===== src/rtl/bfz_pkg.sv =====
package bfz_pkg;

  localparam int MAX_WIDTH_DEF   = 1024;
  localparam int MAX_HEIGHT_DEF  = 1024;
  localparam int QUEUE_DEPTH_DEF = 4;

  localparam int PIX_W   = 8;
  localparam int COORD_W = 10;
  localparam int SUM_W   = 12;
  localparam int MEAN_W  = 16;
  localparam int CFG_W   = 11;
  localparam int CFG_IDX_W = 2;
  localparam int LB_W    = 2 * PIX_W;

  localparam logic [CFG_IDX_W-1:0] REG_FRAME_ROWS = CFG_IDX_W'(0);
  localparam logic [CFG_IDX_W-1:0] REG_FRAME_COLS = CFG_IDX_W'(1);
  localparam logic [CFG_W-1:0]     SIZE_RESET     = CFG_W'(1024);

  // result kinds, in release order
  localparam int NUM_KINDS = 4;
  localparam logic [1:0] RES_UL   = 2'd0;  // (r-1, c-1)
  localparam logic [1:0] RES_UP   = 2'd1;  // (r-1, c) at row end
  localparam logic [1:0] RES_LEFT = 2'd2;  // (r, c-1) on last row
  localparam logic [1:0] RES_HERE = 2'd3;  // (r, c) at frame end

  // floor(x*256/9) == (x * MEAN_MUL) >> MEAN_SHIFT for x < 2^12
  localparam logic [31:0] MEAN_MUL   = 32'd932068;
  localparam int          MEAN_SHIFT = 15;

  typedef struct packed {
    logic [COORD_W-1:0]              row;
    logic [COORD_W-1:0]              col;
    logic [NUM_KINDS-1:0]            mask;
    logic [NUM_KINDS-1:0][SUM_W-1:0] sums;
  } job_t;

endpackage


===== src/rtl/bfz_queue.sv =====
module bfz_queue #(
  parameter int DEPTH = bfz_pkg::QUEUE_DEPTH_DEF
) (
  input  logic                         clk_i,
  input  logic                         rst_ni,
  input  logic                         push_i,
  input  bfz_pkg::job_t                job_i,
  input  logic                         pop_i,
  output bfz_pkg::job_t                head_o,
  output logic                         head_valid_o,
  output logic [$clog2(DEPTH+1)-1:0]   count_o
);

  localparam int PW = $clog2(DEPTH);
  localparam int NW = $clog2(DEPTH + 1);

  bfz_pkg::job_t   mem_q [DEPTH];
  logic [PW-1:0]   wr_q, rd_q;
  logic [NW-1:0]   cnt_q;
  logic            do_pop;

  assign do_pop = pop_i && (cnt_q != '0);

  always_ff @(posedge clk_i) begin
    if (push_i) begin
      mem_q[wr_q] <= job_i;
    end
  end

  always_ff @(posedge clk_i or negedge rst_ni) begin
    if (!rst_ni) begin
      wr_q  <= '0;
      rd_q  <= '0;
      cnt_q <= '0;
    end else begin
      if (push_i) begin
        wr_q <= (wr_q == PW'(DEPTH - 1)) ? '0 : wr_q + PW'(1);
      end
      if (do_pop) begin
        rd_q <= (rd_q == PW'(DEPTH - 1)) ? '0 : rd_q + PW'(1);
      end
      cnt_q <= cnt_q + NW'(push_i) - NW'(do_pop);
    end
  end

  assign head_o       = mem_q[rd_q];
  assign head_valid_o = cnt_q != '0;
  assign count_o      = cnt_q;

endmodule


===== config.mk =====
export PLATFORM = sky130hd
export DESIGN_NAME = bfz_queue
export DESIGN_NICKNAME = d
export VERILOG_FILES = /design/src/rtl/bfz_pkg.sv /design/src/rtl/bfz_queue.sv
export SDC_FILE = /design/constraint.sdc
export NUM_CORES = 1
export LEC_CHECK = 0
export BUFFER_PORTS_ARGS = -buffer_cell sky130_fd_sc_hd__buf_2
export CAP_MARGIN = 15
export CORE_ASPECT_RATIO = 0.75
export CORE_UTILIZATION = 35
export DETAILED_ROUTE_END_ITERATION = 7
export PLACE_DENSITY = 0.52
export SLEW_MARGIN = 10
export SYNTH_ARGS = -nofsm -noshare
export SYNTH_HDL_FRONTEND = slang
export SYNTH_SLANG_ARGS = --single-unit

===== constraint.sdc =====
create_clock -name clk_i -period 5.3 [get_ports clk_i]
set_input_delay 1.06 -clock clk_i [delete_from_list [all_inputs] [get_ports clk_i]]
set_output_delay 1.06 -clock clk_i [all_outputs]
set_load 0.02 [all_outputs]

* Yosys cells after proc, flatten, opt, wreduce, memory -nomap -nowiden *
Memory sizes are Yosys's and may differ from the RTL's.
Index checks and enable logic that the tools add are counted.

storage, ports and cells
  logic and storage cells = 16
  output and inout bits = 76
  memories = 1
  flip-flop bits (word level) = 7
  memory bits (writable) = 288

memories
  memory  depth  width  rd ports  clocked after memory_dff  write ports  RTL line         RTL
  mem_q   4      72     1         0                         1            bfz_queue.sv:17  bfz_pkg::job_t mem_q [DEPTH];

cells by class
  reductions and logical operators = 2
  eq/ne operators = 2
  mux-type cells = 4
  $add $sub $neg = 4

operator list
  kind                 number
  $add 2x1->2 const B  2
  $eq 2x2->1 const B   2
  $mux 2               2
  $add 3x1->3          1
  $reduce_bool 3->1    1
  $sub 3x1->3          1
  $mux 1               2
  $logic_and 1x1->1    1

* Logic depth before layout (Yosys ltp) *
  depth after elaboration = 3
  mapped depth = 9
  depth with buffers taken out = 9

* Worst setup path after synthesis *
No wires, ideal clock.

  path type = in2reg
  start point = in push_i
  end point = mem mem_q[0][0] (netlist bit) (enable)
  path buffers = 0
  arrival time = 2.745 ns
  required time = 4.862 ns
  stages on the path = 1
  setup slack = 2.117 ns
  cells stage by stage = and2_1

between the ends
  word-level cells in the longest chain between the ends = 2

RTL lines
  what                          RTL line         RTL
  start, declared               bfz_queue.sv:6   input logic push_i,
  $mux 1                        bfz_queue.sv:25  if (push_i) begin
  $mux 1 (not written as such)  bfz_queue.sv:26  mem_q[wr_q] <= job_i;
  end, declared                 bfz_queue.sv:17

Every way passes these cells.

==> key figures <==
Flow run
  – Max-cap violations: 0

Route
  – Vias per inst: 4.83
  – Pre-antenna DRT Iters: 4
  – Via Count: roughly 4900
  – Initial DRC Count: roughly 250
  – Drt wl/cell: 20.6 um
  – Final wirelength: 20.9 mm
  – DRC: 0
  – Post-route ant nets: 0

Place
  – Port Buf Inserts: 151
  – Placed Cells incl. Taps: 952
  – DP Area: around 12000 um2
  – RePlAce Congestion: 0.671
  – Setup Slack @ Placement: a little over 2000 ps
  – Dpl hpwl: 12.0 mm

Floorplan
  – Row count: 55
  – Starting density of the core: 35.7%
  – Core Area: 30300 um2
  – Die Y-Extent: 154 um
  – Die Outline Area: 31600 um2
  – Die outline width: 205 um
  – IO Count: 152

Power and ir drop
  – Maximum VDD drop: 0.490 mV
  – Leak pwr: 4.42 nW
  – Pwr/cell area: roughly 570 nW/um2
  – Overall Power: 7.40 mW

Timing
  – Crit share post-route: about 71%
  – Final WS setup: around 1600 ps
  – # setup viols final: 0
  – Max-Slew Margin vs Limit: 42.4%
  – Fin. max-slew vios: 0
  – Max Fclk: approximately 270 MHz
  – Final setup TNS: 0 ps
  – Clock Skew: 6.77 ps
  – Hold Violations, Final: 0
  – Final hold slack: 334 ps
  – RSZ-0062 raised after global routing: false
  – Min Clock Period, post-route: around 3700 ps
  – Worst-Margin Slew: between 800 and 900 ps

Clock network
  – Clock slew at reported path FFs: 60 ps
  – CTS tree: yes
  – Worst-skew pair later-pin latency: 550 ps
  – Clk root buf: clkbuf_16
  – Setup Fix Bufs, Post-CTS: 0
  – H-tree levels: 1
  – Clock Path Buffers: 3
  – Clock sinks: 295
  – Cts repair resizes: 0
  – Cts hold-fix bufs: 0
  – Number of CTS-inserted buffers: 30

Global route
  – First-pass GRT wire length: between 30 and 40 mm
  – Antenna violations before repair: 4
  – GRT met2 Usage: 22.2%
  – Most crowded layer after global routing: met2
  – Met1 Usage GRT: 17.1%
  – Vias in the first global route: ~5400
  – Largest net degree at the start of global routing: 75
  – Tot GR Track Use: ~13%
  – M3 GR Usage: 4.34%
  – Grt ovf: 0

Critical path
  – CP required: 4240 ps
  – Delay-heaviest family, CP: flip-flops
  – CP cell instances: buf_12, mux4_2, buf_2
  – CP max FO: 40
  – CP max-delay cell: dfrtp_4
  – WS Path Type: register to output pin
  – Sum of buffers and inverters on the critical path: 2
  – Critical path data arrival time: around 2700 ps
  – CP endpoint kind: output pin
  – Max stage delay on crit path: around 920 ps
  – Worst Setup Start Kind: register

Finish
  – Non-Filler Instances: 1011
  – Share of cells above drive strength 1: 45.7%
  – Area of the multi-input gates: 1840 um2
  – Sequential Area: 8830 um2
  – Syn-to-layout area delta: 20.2%
  – Filler cells: 2631
  – Layout Nets: 670
  – Final instance area: about 13000 um2
  – Final core utilization: 42.9%

Status
  – Status: finished, final reports clean

Synthesis
  – Synthesized area: ~11000 um2
  – Asr flop ratio synth: 2.37%
  – Post-Syn Instances: 413
  – Register area share after synthesis: 81.6%
  – Syn avg cell area: 26.2 um2
  – Synth cell types: 18
  – Most used DFF post-synth: edfxtp_1
  – Largest area contributor in the netlist: edfxtp_1
  – Yosys warns: 0
  – Top cells by count, synth: edfxtp_1, mux4_2, buf_2
  – Top post-synthesis cells by area: edfxtp_1, mux4_2, dfrtp_1
  – Post-synth top area share: roughly four fifths
  – Most common cell in the synthesized netlist: edfxtp_1
  – Post-synth EDFFs: 288
  – Post-Syn Nets: approximately 500
  – Flops & latches, synth: between 200 and 300

Hold path
  – Hold Path Class: input pin to async pin
[routing by layer]
metal  part of all wire [%]  vias up
li1                       -     2118
met1                     42     2587
met2                     48      145
met3                    6.9       35
met4                    2.6        0
met5                      0        -
[cells in the final DEF, fill, tap and decap left out]
cell and instances:
and2_4 4, buf_12 1, buf_16 1, buf_2 151, buf_4 4, bufinv_16 3, clkbuf_1 7, clkbuf_16 31
clkinv_1 7, clkinv_2 4, clkinv_4 1, clkinvlp_4 1, dfrtp_1 5, dfrtp_4 2, diode_2 4, edfxtp_1 288
fa_1 1, ha_1 7, inv_1 7, mux2_2 2, mux4_2 72, nand2_1 1, nor2_1 1, o21ai_0 2
o31ai_1 1, or3_1 1, or3b_2 1, xnor2_1 2
[worst register-to-register path, delay by kind of cell, from the launching register on]
kind	cells	cell delay [ps]
AOI/OAI and AO/OA	1	480
DFF	1	450
xor gates and xnor gates	2	340
adders and majority gates	3	810
buffers and inverters	3	200
[registers in the layout, indices dropped and copies added (netlist names)]
name     flops
rd_q         2
mem_q      288
count_o      3
wr_q         2
[final cells by class]
type	instances	share of cell area, %
Timing Repair Buffer	157	6.41
Sequential cell	295	67.9
Multi-Input combinational cell	95	14.2
Clock inverter	16	1.17
Inverter	7	0.202
Clock buffer	38	6.17
Tap cell	399	3.84
Antenna cell	4	0.0770
[path summary, 6_finish.rpt]
| kind | start | to | slack [ps] | depth (start not counted) |
|---|---|---|---|---|
| hold / removal | rst_ni | count_o[2] | 330 | 1 |
| max in group asynchronous | rst_ni | rd_q[0] | 4790 | 1 |
| min in group clk_i | count_o[1] | count_o[2] | 600 | 1 |
| hold reg to reg | count_o[1] | count_o[2] | 600 | 1 |
| setup reg to reg | count_o[1] | count_o[2] | 2940 | 9 |
| setup / recovery | rd_q[0] | head_o[36] | 1560 | 3 |
[cells by family after synthesis]
logic type	after synthesis	synth area share [%]
simple gates	8	0.440
buf+inv	23	1.41
flops	295	81.6
fa+ha+maj	8	0.995
mux	74	15.2
compound gates	3	0.162
xor+xnor	2	0.162
[power breakdown]
part	internal [mW]	switching, mW
sequential	3.00	0.230
clock	1.21	0.835
combinational	0.910	1.23
total	5.11	2.29
Note: power is estimated with default switching activity, not from simulation.
