### src/rtl/bfz_pkg.sv
package bfz_pkg;

  localparam int MAX_WIDTH_DEF   = 1024;
  localparam int MAX_HEIGHT_DEF  = 1024;
  localparam int QUEUE_DEPTH_DEF = 4;

  localparam int PIX_W   = 8;
  localparam int COORD_W = 10;
  localparam int SUM_W   = 12;
  localparam int MEAN_W  = 16;
  localparam int CFG_W   = 11;
  localparam int CFG_IDX_W = 2;
  localparam int LB_W    = 2 * PIX_W;

  localparam logic [CFG_IDX_W-1:0] REG_FRAME_ROWS = CFG_IDX_W'(0);
  localparam logic [CFG_IDX_W-1:0] REG_FRAME_COLS = CFG_IDX_W'(1);
  localparam logic [CFG_W-1:0]     SIZE_RESET     = CFG_W'(1024);

  // result kinds, in release order
  localparam int NUM_KINDS = 4;
  localparam logic [1:0] RES_UL   = 2'd0;  // (r-1, c-1)
  localparam logic [1:0] RES_UP   = 2'd1;  // (r-1, c) at row end
  localparam logic [1:0] RES_LEFT = 2'd2;  // (r, c-1) on last row
  localparam logic [1:0] RES_HERE = 2'd3;  // (r, c) at frame end

  // floor(x*256/9) == (x * MEAN_MUL) >> MEAN_SHIFT for x < 2^12
  localparam logic [31:0] MEAN_MUL   = 32'd932068;
  localparam int          MEAN_SHIFT = 15;

  typedef struct packed {
    logic [COORD_W-1:0]              row;
    logic [COORD_W-1:0]              col;
    logic [NUM_KINDS-1:0]            mask;
    logic [NUM_KINDS-1:0][SUM_W-1:0] sums;
  } job_t;

endpackage

### src/rtl/bfz_if.sv


interface bfz_res_if;
  logic                        valid;
  logic                        ready;
  logic [bfz_pkg::COORD_W-1:0] out_row;
  logic [bfz_pkg::COORD_W-1:0] out_col;
  logic [bfz_pkg::SUM_W-1:0]   window_sum;
  logic [bfz_pkg::MEAN_W-1:0]  mean_q8;
  logic                        last_of_run;

  modport source (output valid, output out_row, output out_col, output window_sum,
                  output mean_q8, output last_of_run, input ready);
  modport sink   (input valid, input out_row, input out_col, input window_sum,
                  input mean_q8, input last_of_run, output ready);
endinterface


### src/rtl/bfz_back.sv
module bfz_back (
  input  logic          clk_i,
  input  logic          rst_ni,
  input  bfz_pkg::job_t head_i,
  input  logic          head_valid_i,
  output logic          pop_o,
  bfz_res_if.source     res_o
);

  logic [bfz_pkg::NUM_KINDS-1:0] done_q, act, selbit;
  logic [1:0]                    sel;
  logic                          last, load, out_valid_q;
  logic [bfz_pkg::COORD_W-1:0]   row_q, col_q, row_n, col_n;
  logic [bfz_pkg::SUM_W-1:0]     sum_q, sum_n;
  logic [31:0]                   prod;
  logic [bfz_pkg::MEAN_W-1:0]    mean_q;
  logic                          last_q;

  assign act = head_i.mask & ~done_q;

  always_comb begin
    if (act[bfz_pkg::RES_UL]) begin
      sel = bfz_pkg::RES_UL;
    end else if (act[bfz_pkg::RES_UP]) begin
      sel = bfz_pkg::RES_UP;
    end else if (act[bfz_pkg::RES_LEFT]) begin
      sel = bfz_pkg::RES_LEFT;
    end else begin
      sel = bfz_pkg::RES_HERE;
    end
  end

  assign selbit = bfz_pkg::NUM_KINDS'(1) << sel;
  assign last   = (act & ~selbit) == '0;
  assign load   = head_valid_i && (!out_valid_q || res_o.ready);
  assign pop_o  = load && last;

  assign row_n = (sel == bfz_pkg::RES_UL || sel == bfz_pkg::RES_UP)
               ? head_i.row - bfz_pkg::COORD_W'(1) : head_i.row;
  assign col_n = (sel == bfz_pkg::RES_UL || sel == bfz_pkg::RES_LEFT)
               ? head_i.col - bfz_pkg::COORD_W'(1) : head_i.col;
  assign sum_n = head_i.sums[sel];
  assign prod  = 32'(sum_n) * bfz_pkg::MEAN_MUL;

  always_ff @(posedge clk_i or negedge rst_ni) begin
    if (!rst_ni) begin
      out_valid_q <= 1'b0;
      done_q      <= '0;
    end else begin
      if (load) begin
        out_valid_q <= 1'b1;
        done_q      <= last ? '0 : (done_q | selbit);
      end else if (res_o.ready) begin
        out_valid_q <= 1'b0;
      end
    end
  end

  always_ff @(posedge clk_i) begin
    if (load) begin
      row_q  <= row_n;
      col_q  <= col_n;
      sum_q  <= sum_n;
      mean_q <= prod[bfz_pkg::MEAN_SHIFT +: bfz_pkg::MEAN_W];
      last_q <= last;
    end
  end

  assign res_o.valid       = out_valid_q;
  assign res_o.out_row     = row_q;
  assign res_o.out_col     = col_q;
  assign res_o.window_sum  = sum_q;
  assign res_o.mean_q8     = mean_q;
  assign res_o.last_of_run = last_q;

endmodule

### src/flat_wrapper.sv
// flat-port wrapper written by rule: the top's interface ports become plain ports
module bfz_back_flat 
  (clk_i, rst_ni, head_i, head_valid_i, pop_o, res_o_valid, res_o_out_row, res_o_out_col, res_o_window_sum, res_o_mean_q8, res_o_last_of_run, res_o_ready);
  bfz_res_if res_o_i ();
  input  logic clk_i;
  input  logic rst_ni;
  input  bfz_pkg::job_t head_i;
  input  logic head_valid_i;
  output logic pop_o;
  output wire logic [$bits(res_o_i.valid)-1:0] res_o_valid;
  output wire logic [$bits(res_o_i.out_row)-1:0] res_o_out_row;
  output wire logic [$bits(res_o_i.out_col)-1:0] res_o_out_col;
  output wire logic [$bits(res_o_i.window_sum)-1:0] res_o_window_sum;
  output wire logic [$bits(res_o_i.mean_q8)-1:0] res_o_mean_q8;
  output wire logic [$bits(res_o_i.last_of_run)-1:0] res_o_last_of_run;
  input wire logic [$bits(res_o_i.ready)-1:0] res_o_ready;
  assign res_o_valid = res_o_i.valid;
  assign res_o_out_row = res_o_i.out_row;
  assign res_o_out_col = res_o_i.out_col;
  assign res_o_window_sum = res_o_i.window_sum;
  assign res_o_mean_q8 = res_o_i.mean_q8;
  assign res_o_last_of_run = res_o_i.last_of_run;
  assign res_o_i.ready = res_o_ready;
  bfz_back u_core (.clk_i(clk_i), .rst_ni(rst_ni), .head_i(head_i), .head_valid_i(head_valid_i), .pop_o(pop_o), .res_o(res_o_i));
endmodule
### config.mk
export PLATFORM = sky130hd
export DESIGN_NAME = bfz_back_flat
export DESIGN_NICKNAME = d
export VERILOG_FILES = /design/src/rtl/bfz_pkg.sv /design/src/rtl/bfz_if.sv /design/src/rtl/bfz_back.sv /design/src/flat_wrapper.sv
export SDC_FILE = /design/constraint.sdc
export NUM_CORES = 1
export LEC_CHECK = 0
export BUFFER_PORTS_ARGS = -buffer_cell sky130_fd_sc_hd__buf_2
export CORE_UTILIZATION = 40
export CTS_BUF_LIST = sky130_fd_sc_hd__clkbuf_4 sky130_fd_sc_hd__clkbuf_8
export DETAILED_ROUTE_END_ITERATION = 8
export PLACE_DENSITY = 0.61
export SYNTH_ARGS = -nofsm -noshare
export SYNTH_HDL_FRONTEND = slang
export SYNTH_SLANG_ARGS = --single-unit
### constraint.sdc
create_clock -name clk_i -period 10.8 [get_ports clk_i]
set_input_delay 2.16 -clock clk_i [delete_from_list [all_inputs] [get_ports clk_i]]
set_output_delay 2.16 -clock clk_i [all_outputs]
set_load 0.05 [all_outputs]
# After elaboration in Yosys (flattened, before gate mapping)
# Cells that the tools add are included.
dict set report classes {
  addsub 2
  multipliers 1
  magnitude_cmp 1
  n_eq_ne 2
  shifts 1
  muxes 10
  bitwise_logic 5
  n_reduce_logical 9
}
# cell n
set ops {}
lappend ops {{12-bit by 18-bit multiplier with 29-bit output (second input constant)} 1}
lappend ops {{12-bit binary-select mux with 2-bit select} 1}
lappend ops {{10-bit 2-to-1 mux} 2}
lappend ops {{10-bit by 1-bit subtractor with 10-bit output (second input constant)} 2}
lappend ops {{12-bit 2-to-1 mux} 1}
lappend ops {{4-bit AND} 2}
lappend ops {{4-bit inverter} 2}
lappend ops {{4-bit logical NOT} 1}
lappend ops {{2-bit 2-to-1 mux} 2}
lappend ops {{4-bit 2-to-1 mux} 1}
lappend ops {{4-bit OR} 1}
lappend ops {{1-bit by 2-bit << shifter with 4-bit output (first input constant)} 1}
lappend ops {{1-bit logical OR} 3}
lappend ops {{2-bit by 3-bit < comparator with 1-bit output (second input constant)} 1}
lappend ops {{1-bit 2-to-1 mux} 3}
lappend ops {{2-bit by 1-bit == test with 1-bit output (second input constant)} 1}
lappend ops {{2-bit == test (second input constant)} 1}
lappend ops {{1-bit logical AND} 2}
lappend ops {{2-bit logical NOT} 1}
lappend ops {{2-bit nonzero test} 1}
lappend ops {{1-bit logical NOT} 1}
dict set report word_totals {
  register_bits 54
  wordCells 38
}

# Depth between registers and ports, before layout
# Gate-level depths: netlist (run 1).
dict set report depth {
  depth_word 10
  depth_mapped 24
}

# Worst setup path before layout (run 1)
# Ideal clock, no wire load.
dict set report synth_path {
  kind {input -> register}
  from {input port head_i[48] in the netlist's numbering}
  to {register u_core.mean_q, in the netlist u_core.res_o.mean_q8[15], data pin}
  arrival_time_ns 7.657
  t_required_ns 10.642
  slack_ns 2.985
  path_stages 21
  path_buffers 2
  cell_sequence {nor2b_1 -> clkbuf_1 -> nor2_1 -> buf_2 -> mux2i_1 -> inv_1 -> fa_1 -> inv_1 -> ha_1 -> inv_1 -> fa_1 -> inv_1 -> fa_1 -> fa_1 -> ha_1 -> a21o_1 -> a211o_1 -> a311oi_4 -> o211ai_2 -> a2111o_1 -> o211ai_1}
}
dict set report synth_via {
  elab_chain_len 5
}
# element line
set synth_lines {}
lappend synth_lines {{start: declaration} flat_wrapper.sv:7} ;# input bfz_pkg::job_t head_i;
lappend synth_lines {{4-bit AND} bfz_back.sv:19} ;# assign act = head_i.mask & ~done_q;
lappend synth_lines {{2-bit 2-to-1 mux} bfz_back.sv:22} ;# if (act[bfz_pkg::RES_UL]) begin
lappend synth_lines {{12-bit binary-select mux with 2-bit select} bfz_back.sv:42} ;# assign sum_n = head_i.sums[sel];
lappend synth_lines {{12-bit 2-to-1 mux (implied by the code)} bfz_back.sv:42}
lappend synth_lines {{via u_core.sum_n (one bit)} bfz_back.sv:14} ;# logic [bfz_pkg::SUM_W-1:0] sum_q, sum_n;
lappend synth_lines {{12-bit by 18-bit multiplier with 29-bit output} bfz_back.sv:43} ;# assign prod = 32'(sum_n) * bfz_pkg::MEAN_MUL;
lappend synth_lines {{via u_core.prod[30]} bfz_back.sv:15} ;# logic [31:0] prod;
lappend synth_lines {{end signal: assignment} bfz_back.sv:64} ;# mean_q <= prod[bfz_pkg::MEAN_SHIFT +: bfz_pkg::MEAN_W];
lappend synth_lines {{end: declaration} bfz_back.sv:16} ;# logic [bfz_pkg::MEAN_W-1:0] mean_q;
# The timed path passes the listed nets, and every way through them passes these cells. The select of a mux whose other input is x is not followed.
# A chain may end at the register's enable or synchronous reset.

# Worst setup path in the final report (run 1)
dict set report layout_path {
  from {input port head_i[49] in the netlist's numbering}
  to {register u_core.mean_q, in the netlist u_core.res_o.mean_q8[12], data pin}
}
dict set report layout_via {
  elab_chain_len 6
}
# element line
set layout_lines {}
lappend layout_lines {{4-bit AND} bfz_back.sv:19}
lappend layout_lines {{2-bit 2-to-1 mux} bfz_back.sv:24} ;# end else if (act[bfz_pkg::RES_UP]) begin
lappend layout_lines {{2-bit 2-to-1 mux} bfz_back.sv:22}
lappend layout_lines {{12-bit binary-select mux with 2-bit select} bfz_back.sv:42}
lappend layout_lines {{12-bit 2-to-1 mux (implied by the code)} bfz_back.sv:42}
lappend layout_lines {{12-bit by 18-bit multiplier with 29-bit output} bfz_back.sv:43}
lappend layout_lines {{via u_core.prod[27]} bfz_back.sv:15}
# The timed path passes the listed nets, and every way through them passes these cells. The select of a mux whose other input is x is not followed.

==> metrics.yaml, run 1 <==
run_status:
  status: "completed"
floorplanning:
  core-area_sq_um: 13300
  die_w_um: 120
  row_count: 42
  pin_count: 127
  initial_core_util: 0.415
  dieArea_sq_um: 14300
  die_y_um: 120
placement:
  gp_congestion: 0.827
  place_area_sq_um: 6370
  port_buffers: 126
  dpl.hpwl_mm: 10.6
synthesis:
  synth_top_family_by_area: "adder cells"
  synthFlopType: "edfxtp_1"
  postSynthAreaPerCell_sq_um: 10.6
  synth-compound-area-share: 0.0855
  yosys_register_bits: 54
  async_reset_ff_frac: 0.0926
  synth-edff-count: 49
  ys_seq_area_frac: 0.288
  syn_nets: 722
  syn_area_sq_um: 5530
  synth_simple_gate_area_frac: 0.0986
  synth_mux_area_frac: 0.0504
  ys_warn_count: 0
  yosys.area_share.adder: 0.346
  postSynthCellCount: 521
  synth-xor-area-share: 0.0506
  synth_cell_types: 57
sta:
  clock_skew_ns: 0.00933
  maxSlewViolCount: 0
  rsz0062_at_grt: "false"
  period_share: 0.723
  worst_pin_slew_ns: 0.984
  tns_ns: 0
  final-hold-violation-count: 0
  slew_headroom: 0.341
  setup_viol: 0
  period_minus_slack_ns: 7.81
  max_freq_ghz: 0.128
clock_tree:
  path_clk_slew_ns: 0.10
  cts_tree: "done"
  postCtsSetupRepairBufs: 0
  clk_latency_ns: 0.32
  post_cts_resized: 0
  clock-sinks: 54
  holdBufCountCts: 0
  root_buffer: "clkbuf_8"
  htree_levels: 2
  cts_buffer_depth: 2
  numCtsBuffers: 5
route:
  vias: 4044
  drt-initial-drc-count: 136
  drt-total-wl_mm: 12.7
  dr.pass1.iters: 4
  viasPerCell: 4.88
  drc: 0
  wl_per_cell_um: 15.3
  antenna_left: 0
critical_path:
  end_kind: "flip-flop"
  path_max_fanout: 18
  required_ns: 10.88
  crit_path_start_kind: "input port"
  critical_path_class: "in -> reg"
  worstPathArrival_ns: 7.90
grt:
  grt_use_total: 0.186
  grt_pass1_wl_mm: 20.5
  first_global_vias: 4187
  grt_antenna_before_repair: 0
  grt_start_max_net_pins: 55
  grt-ovfl-total: 0
cells_and_area:
  fillers: 1256
  multi_input_area_sq_um: 3500
  regArea_sq_um: 1600
  finalInstanceArea_sq_um: 6490
  finalNetCount: 852
  area_delta_synth_final_pct: 17.3
  drive_above_1_share: 0.241
  antenna_cells: 0
hold_path:
  hp-class: "reg -> reg"
flow_run:
  maxCapViolCount: 0
## per-stage QoR
stage                     worst slack [ns]  hold WS (ns)  instances   util
after floorplan                       2.99         0.460        521      -
after global placement                2.73         0.477        820  0.478
after detailed placement              2.70         0.486        820  0.478
after CTS                             3.02         0.509        828  0.486
after global routing                  2.65         0.534        828  0.486
final                                 2.99         0.506        828  0.486
## sequential cells by signal (all words and copies together) (netlist names)
signal / flops
u_core.res_o.out_row: 10
u_core.done_q: 4
u_core.res_o.window_sum: 12
u_core.res_o.mean_q8: 16
u_core.res_o.last_of_run: 1
u_core.res_o.out_col: 10
u_core.res_o.valid: 1
## path summary, 6_finish.rpt
| path | from | endpoint | slack (ns) | depth (start not counted) |
|---|---|---|---|---|
| setup / recovery | head_i[49] | u_core.res_o.mean_q8[12] | 2.99 | 20 |
| hold / removal | u_core.done_q[3] | u_core.done_q[3] | 0.51 | 2 |
| setup reg to reg | u_core.done_q[2] | u_core.res_o.mean_q8[12] | 4.44 | 17 |
| hold reg to reg | u_core.done_q[3] | u_core.done_q[3] | 0.51 | 2 |
| max in group asynchronous | rst_ni | u_core.done_q[3] | 9.02 | 1 |
| min in group asynchronous | rst_ni | u_core.res_o.valid | 1.63 | 1 |
## logic make-up after synthesis
kind of cell,count (synthesis)
compound gates,63
fa+ha+maj,125
buf+inv,115
simple gates,105
mux,27
flops,54
xor+xnor,32
## final cells by class
type / count / share of cell area
Clock buffer: 6 / 0.0118
Sequential cell: 54 / 0.246
Inverter: 109 / 0.0631
Tap cell: 176 / 0.0339
Timing Repair Buffer: 129 / 0.101
Clock inverter: 2 / 0.00578
Multi-Input combinational cell: 352 / 0.539
## critical path: stages
cell	delay, ns
buf_2	0.11
and2b_1	0.22
nor2_1	0.12
buf_4	0.26
a211oi_1	0.08
a31oi_1	0.73
fa_1	0.60
fa_1	0.58
inv_1	0.08
fa_1	0.53
fa_1	0.53
inv_1	0.04
ha_1	0.29
nand3_1	0.10
a21oi_1	0.06
o41a_1	0.47
a41oi_1	0.35
o21bai_1	0.17
a311oi_2	0.30
xnor2_1	0.10
## synth_stat cells (2+ instances only)
| cell | instances | area, sq um |
|---|---|---|
| and2b_1 | 2 | 15.0 |
| and3b_1 | 2 | 17.5 |
| nor2b_1 | 5 | 31.3 |
| nor3_1 | 13 | 65.1 |
| a211o_1 | 3 | 26.3 |
| nand2_1 | 15 | 56.3 |
| edfxtp_1 | 49 | 1470 |
| nor2_1 | 21 | 78.8 |
| nand3_1 | 15 | 75.1 |
| clkbuf_1 | 2 | 7.51 |
| dfrtp_1 | 5 | 125 |
| inv_1 | 108 | 405 |
| xnor2_1 | 26 | 228 |
| mux2i_1 | 20 | 200 |
| and2_1 | 7 | 43.8 |
| a31oi_1 | 4 | 25.0 |
| buf_2 | 3 | 15.0 |
| and3_1 | 4 | 25.0 |
| ha_1 | 78 | 976 |
| o21ai_0 | 11 | 55.1 |
| nor4_1 | 3 | 18.8 |
| xor2_1 | 6 | 52.6 |
| o21bai_1 | 2 | 15.0 |
| a211oi_1 | 4 | 30.0 |
| a21o_1 | 3 | 22.5 |
| nand2b_1 | 11 | 68.8 |
| nand3b_1 | 2 | 15.0 |
| mux2_2 | 7 | 78.8 |
| a21oi_1 | 15 | 75.1 |
| fa_1 | 47 | 941 |
| a211oi_2 | 2 | 25.0 |
## routing by layer
layer / GRT usage / up-vias / share of wire
li1: - / 2003 / -
met1: 0.240 / 1916 / 0.45
met2: 0.326 / 115 / 0.48
met3: 0.0323 / 10 / 0.056
met4: 0.0383 / 0 / 0.0091
met5: 0 / - / 0
## cells in the final DEF (no fill, tap or decap), types with 2 or more instances in the layout
cell / count
nand2_1: 15
mux2_2: 7
buf_2: 126
ha_1: 78
a211oi_1: 4
nand3_1: 15
and3_1: 4
fa_1: 47
mux2i_1: 20
a31oi_1: 4
xor2_1: 6
nor2b_1: 5
dfrtp_1: 5
a21o_1: 3
nor4_1: 3
a21oi_1: 15
xnor2_1: 26
and3b_1: 2
nor3_1: 13
edfxtp_1: 49
nor2_1: 21
nand2b_1: 11
o21ai_0: 11
nand3b_1: 2
a211oi_2: 2
o21bai_1: 2
a211o_1: 3
inv_1: 108
buf_4: 3
and2b_1: 2
and2_1: 6
clkbuf_8: 5
Power of run 1 is left out: the tool's default activity adds up to more than one toggle a clock period on the data nets, which glitch-free logic cannot reach.
==> run 2: changes to the inputs <==
clock period = 7.7 ns   (was 10.8 ns; I/O delays follow)
==> run 2 against run 1 <==
- clock skew grew 0.0033 ns
- register-to-register slack lost 2.9 ns
- design area grew 0.35%
==> metrics.yaml, run 2 (synthesis gave the netlist of run 1 again) <==
grt:
  grt_start_max_net_pins: 55
  grt.met2_usage: 0.334
  grt_use_total: 0.188
  grt_use_met1: 0.241
  grt-busiest-layer: "met2"
  grt-ovfl-total: 0
  grt_use_met3: 0.0299
  grt_antenna_before_repair: 0
  first_global_vias: 4278
  grt_pass1_wl_mm: 20.9
clock_tree:
  holdBufCountCts: 0
  post_cts_resized: 0
  path_clk_slew_ns: 0.11
  htree_levels: 2
  clock-sinks: 54
  clk_latency_ns: 0.33
  cts_buffer_depth: 2
  postCtsSetupRepairBufs: 0
  root_buffer: "clkbuf_8"
  cts_tree: "done"
  numCtsBuffers: 5
critical_path:
  path_cells: "buf_2, and2b_1, nor2_1, buf_12, mux2_2, fa_1, inv_1, ha_1, fa_1, inv_1, fa_1, fa_1, inv_1, ha_1, nand3_1, a21oi_1, o41a_1, nor3_2, a211oi_1, or2_1, o311ai_2"
  worstPathArrival_ns: 7.25
  required_ns: 7.86
  path_buf_inv: 5
  reg2regPathDepth: 19
  r2r_slack_ns: 1.52
  cpLargestDelayFamily: "adder cells"
  cpPeakStageDelay_ns: 0.59
  cp_common_cell: "fa_1"
  crit_path_start_kind: "input port"
  cpMaxStageDelayCell: "fa_1"
  path_max_fanout: 16
  r2r_start: "u_core.done_q[2]"
  critical_path_class: "in -> reg"
  reg2reg_to: "u_core.res_o.mean_q8[7]"
  end_kind: "flip-flop"
  startpoint: "head_i[49]"
cells_and_area:
  final_common_cell: "buf_2"
  antenna_cells: 0
  instances_no_fill: 832
  area_delta_synth_final_pct: 17.7
  mostFrequentLayoutCells: "buf_2 (126), inv_1 (108), ha_1 (78), edfxtp_1 (49), fa_1 (47)"
  drive_above_1_share: 0.245
  largest_reg_flops: 16
  fillers: 1271
  finalNetCount: 856
sta:
  fin_hold_ws_ns: 0.513
  clock_skew_ns: 0.0126
  period_share: 0.920
  period_minus_slack_ns: 7.09
  worst_pin_slew_ns: 0.695
  maxSlewViolCount: 0
  final-hold-violation-count: 0
  setup_viol: 0
  tns_ns: 0
  rsz0062_at_grt: "false"
  max_freq_ghz: 0.141
  setup_slack_ns: 0.612
  slew_headroom: 0.537
route:
  antenna_left: 0
  drt-initial-drc-count: 166
  viasPerCell: 4.88
  drt-total-wl_mm: 12.7
  dr.pass1.iters: 4
  wl_per_cell_um: 15.3
  drc: 0
  vias: 4057
floorplanning:
  die_y_um: 120
  initial_core_util: 0.415
  row_count: 42
  die_w_um: 120
  dieArea_sq_um: 14300
  pin_count: 127
  core-area_sq_um: 13300
hold_path:
  hp-class: "reg -> reg"
  hold_start: "u_core.done_q[3]"
  min_to: "u_core.done_q[3]"
  hold_depth: 2
placement:
  dpl.hpwl_mm: 10.8
  pre_cts_ws_ns: 0.285
  gp_congestion: 0.865
  port_buffers: 126
  placed_cells: 824
flow_run:
  maxCapViolCount: 0
run_status:
  status: "completed"
## run 2: cell type report
type / count / area [sq um] / share of cell area
clock buffers: 5 / 68.8 / 0.0106
repair buffers: 133 / 696 / 0.107
well taps: 176 / 220 / 0.0338
inverters: 109 / 409 / 0.0628
clock inverters: 3 / 25.0 / 0.00384
flip-flops and latches: 54 / 1600 / 0.245
multi-input cells: 352 / 3500 / 0.537
## run 2: worst register-to-register path, cell delays in order (launching register included)
cell and delay [ns]:
dfrtp_1 0.42, and2b_1 0.56, mux2i_1 0.21, mux2_2 0.34
fa_1 0.60, inv_1 0.06, ha_1 0.31, fa_1 0.52
inv_1 0.06, fa_1 0.49, fa_1 0.53, inv_1 0.04
ha_1 0.29, nand3_1 0.12, a21oi_1 0.06, o41a_1 0.46
nor3_2 0.26, a211oi_1 0.15, or2_1 0.28, o311ai_2 0.26
## run 2: metal layers
metal	vias up	wire length, um
li1	2019	-
met1	1912	5790
met2	118	6110
met3	8	693
met4	0	110
met5	-	0
## run 2: worst max path at each step
stage                          endpoint  slack, ns  cells past startpoint
4_1_cts         u_core.res_o.mean_q8[7]       0.60                     21
3_3_place_gp    u_core.res_o.mean_q8[7]       0.39                     21
3_5_place_dp    u_core.res_o.mean_q8[7]       0.28                     21
5_1_grt         u_core.res_o.mean_q8[7]       0.29                     21
6_report        u_core.res_o.mean_q8[7]       0.61                     21
2_1_floorplan  u_core.res_o.mean_q8[15]       0.51                     21
## run 2: stage by stage
stage	instance area (sq um)	utilization
6_report	6510	0.488
5_1_grt	6510	0.488
3_5_place_dp	6420	0.481
2_1_floorplan	5530	-
4_1_cts	6510	0.488
3_3_place_gp	6420	0.481
Power of run 2 is left out for the same reason.
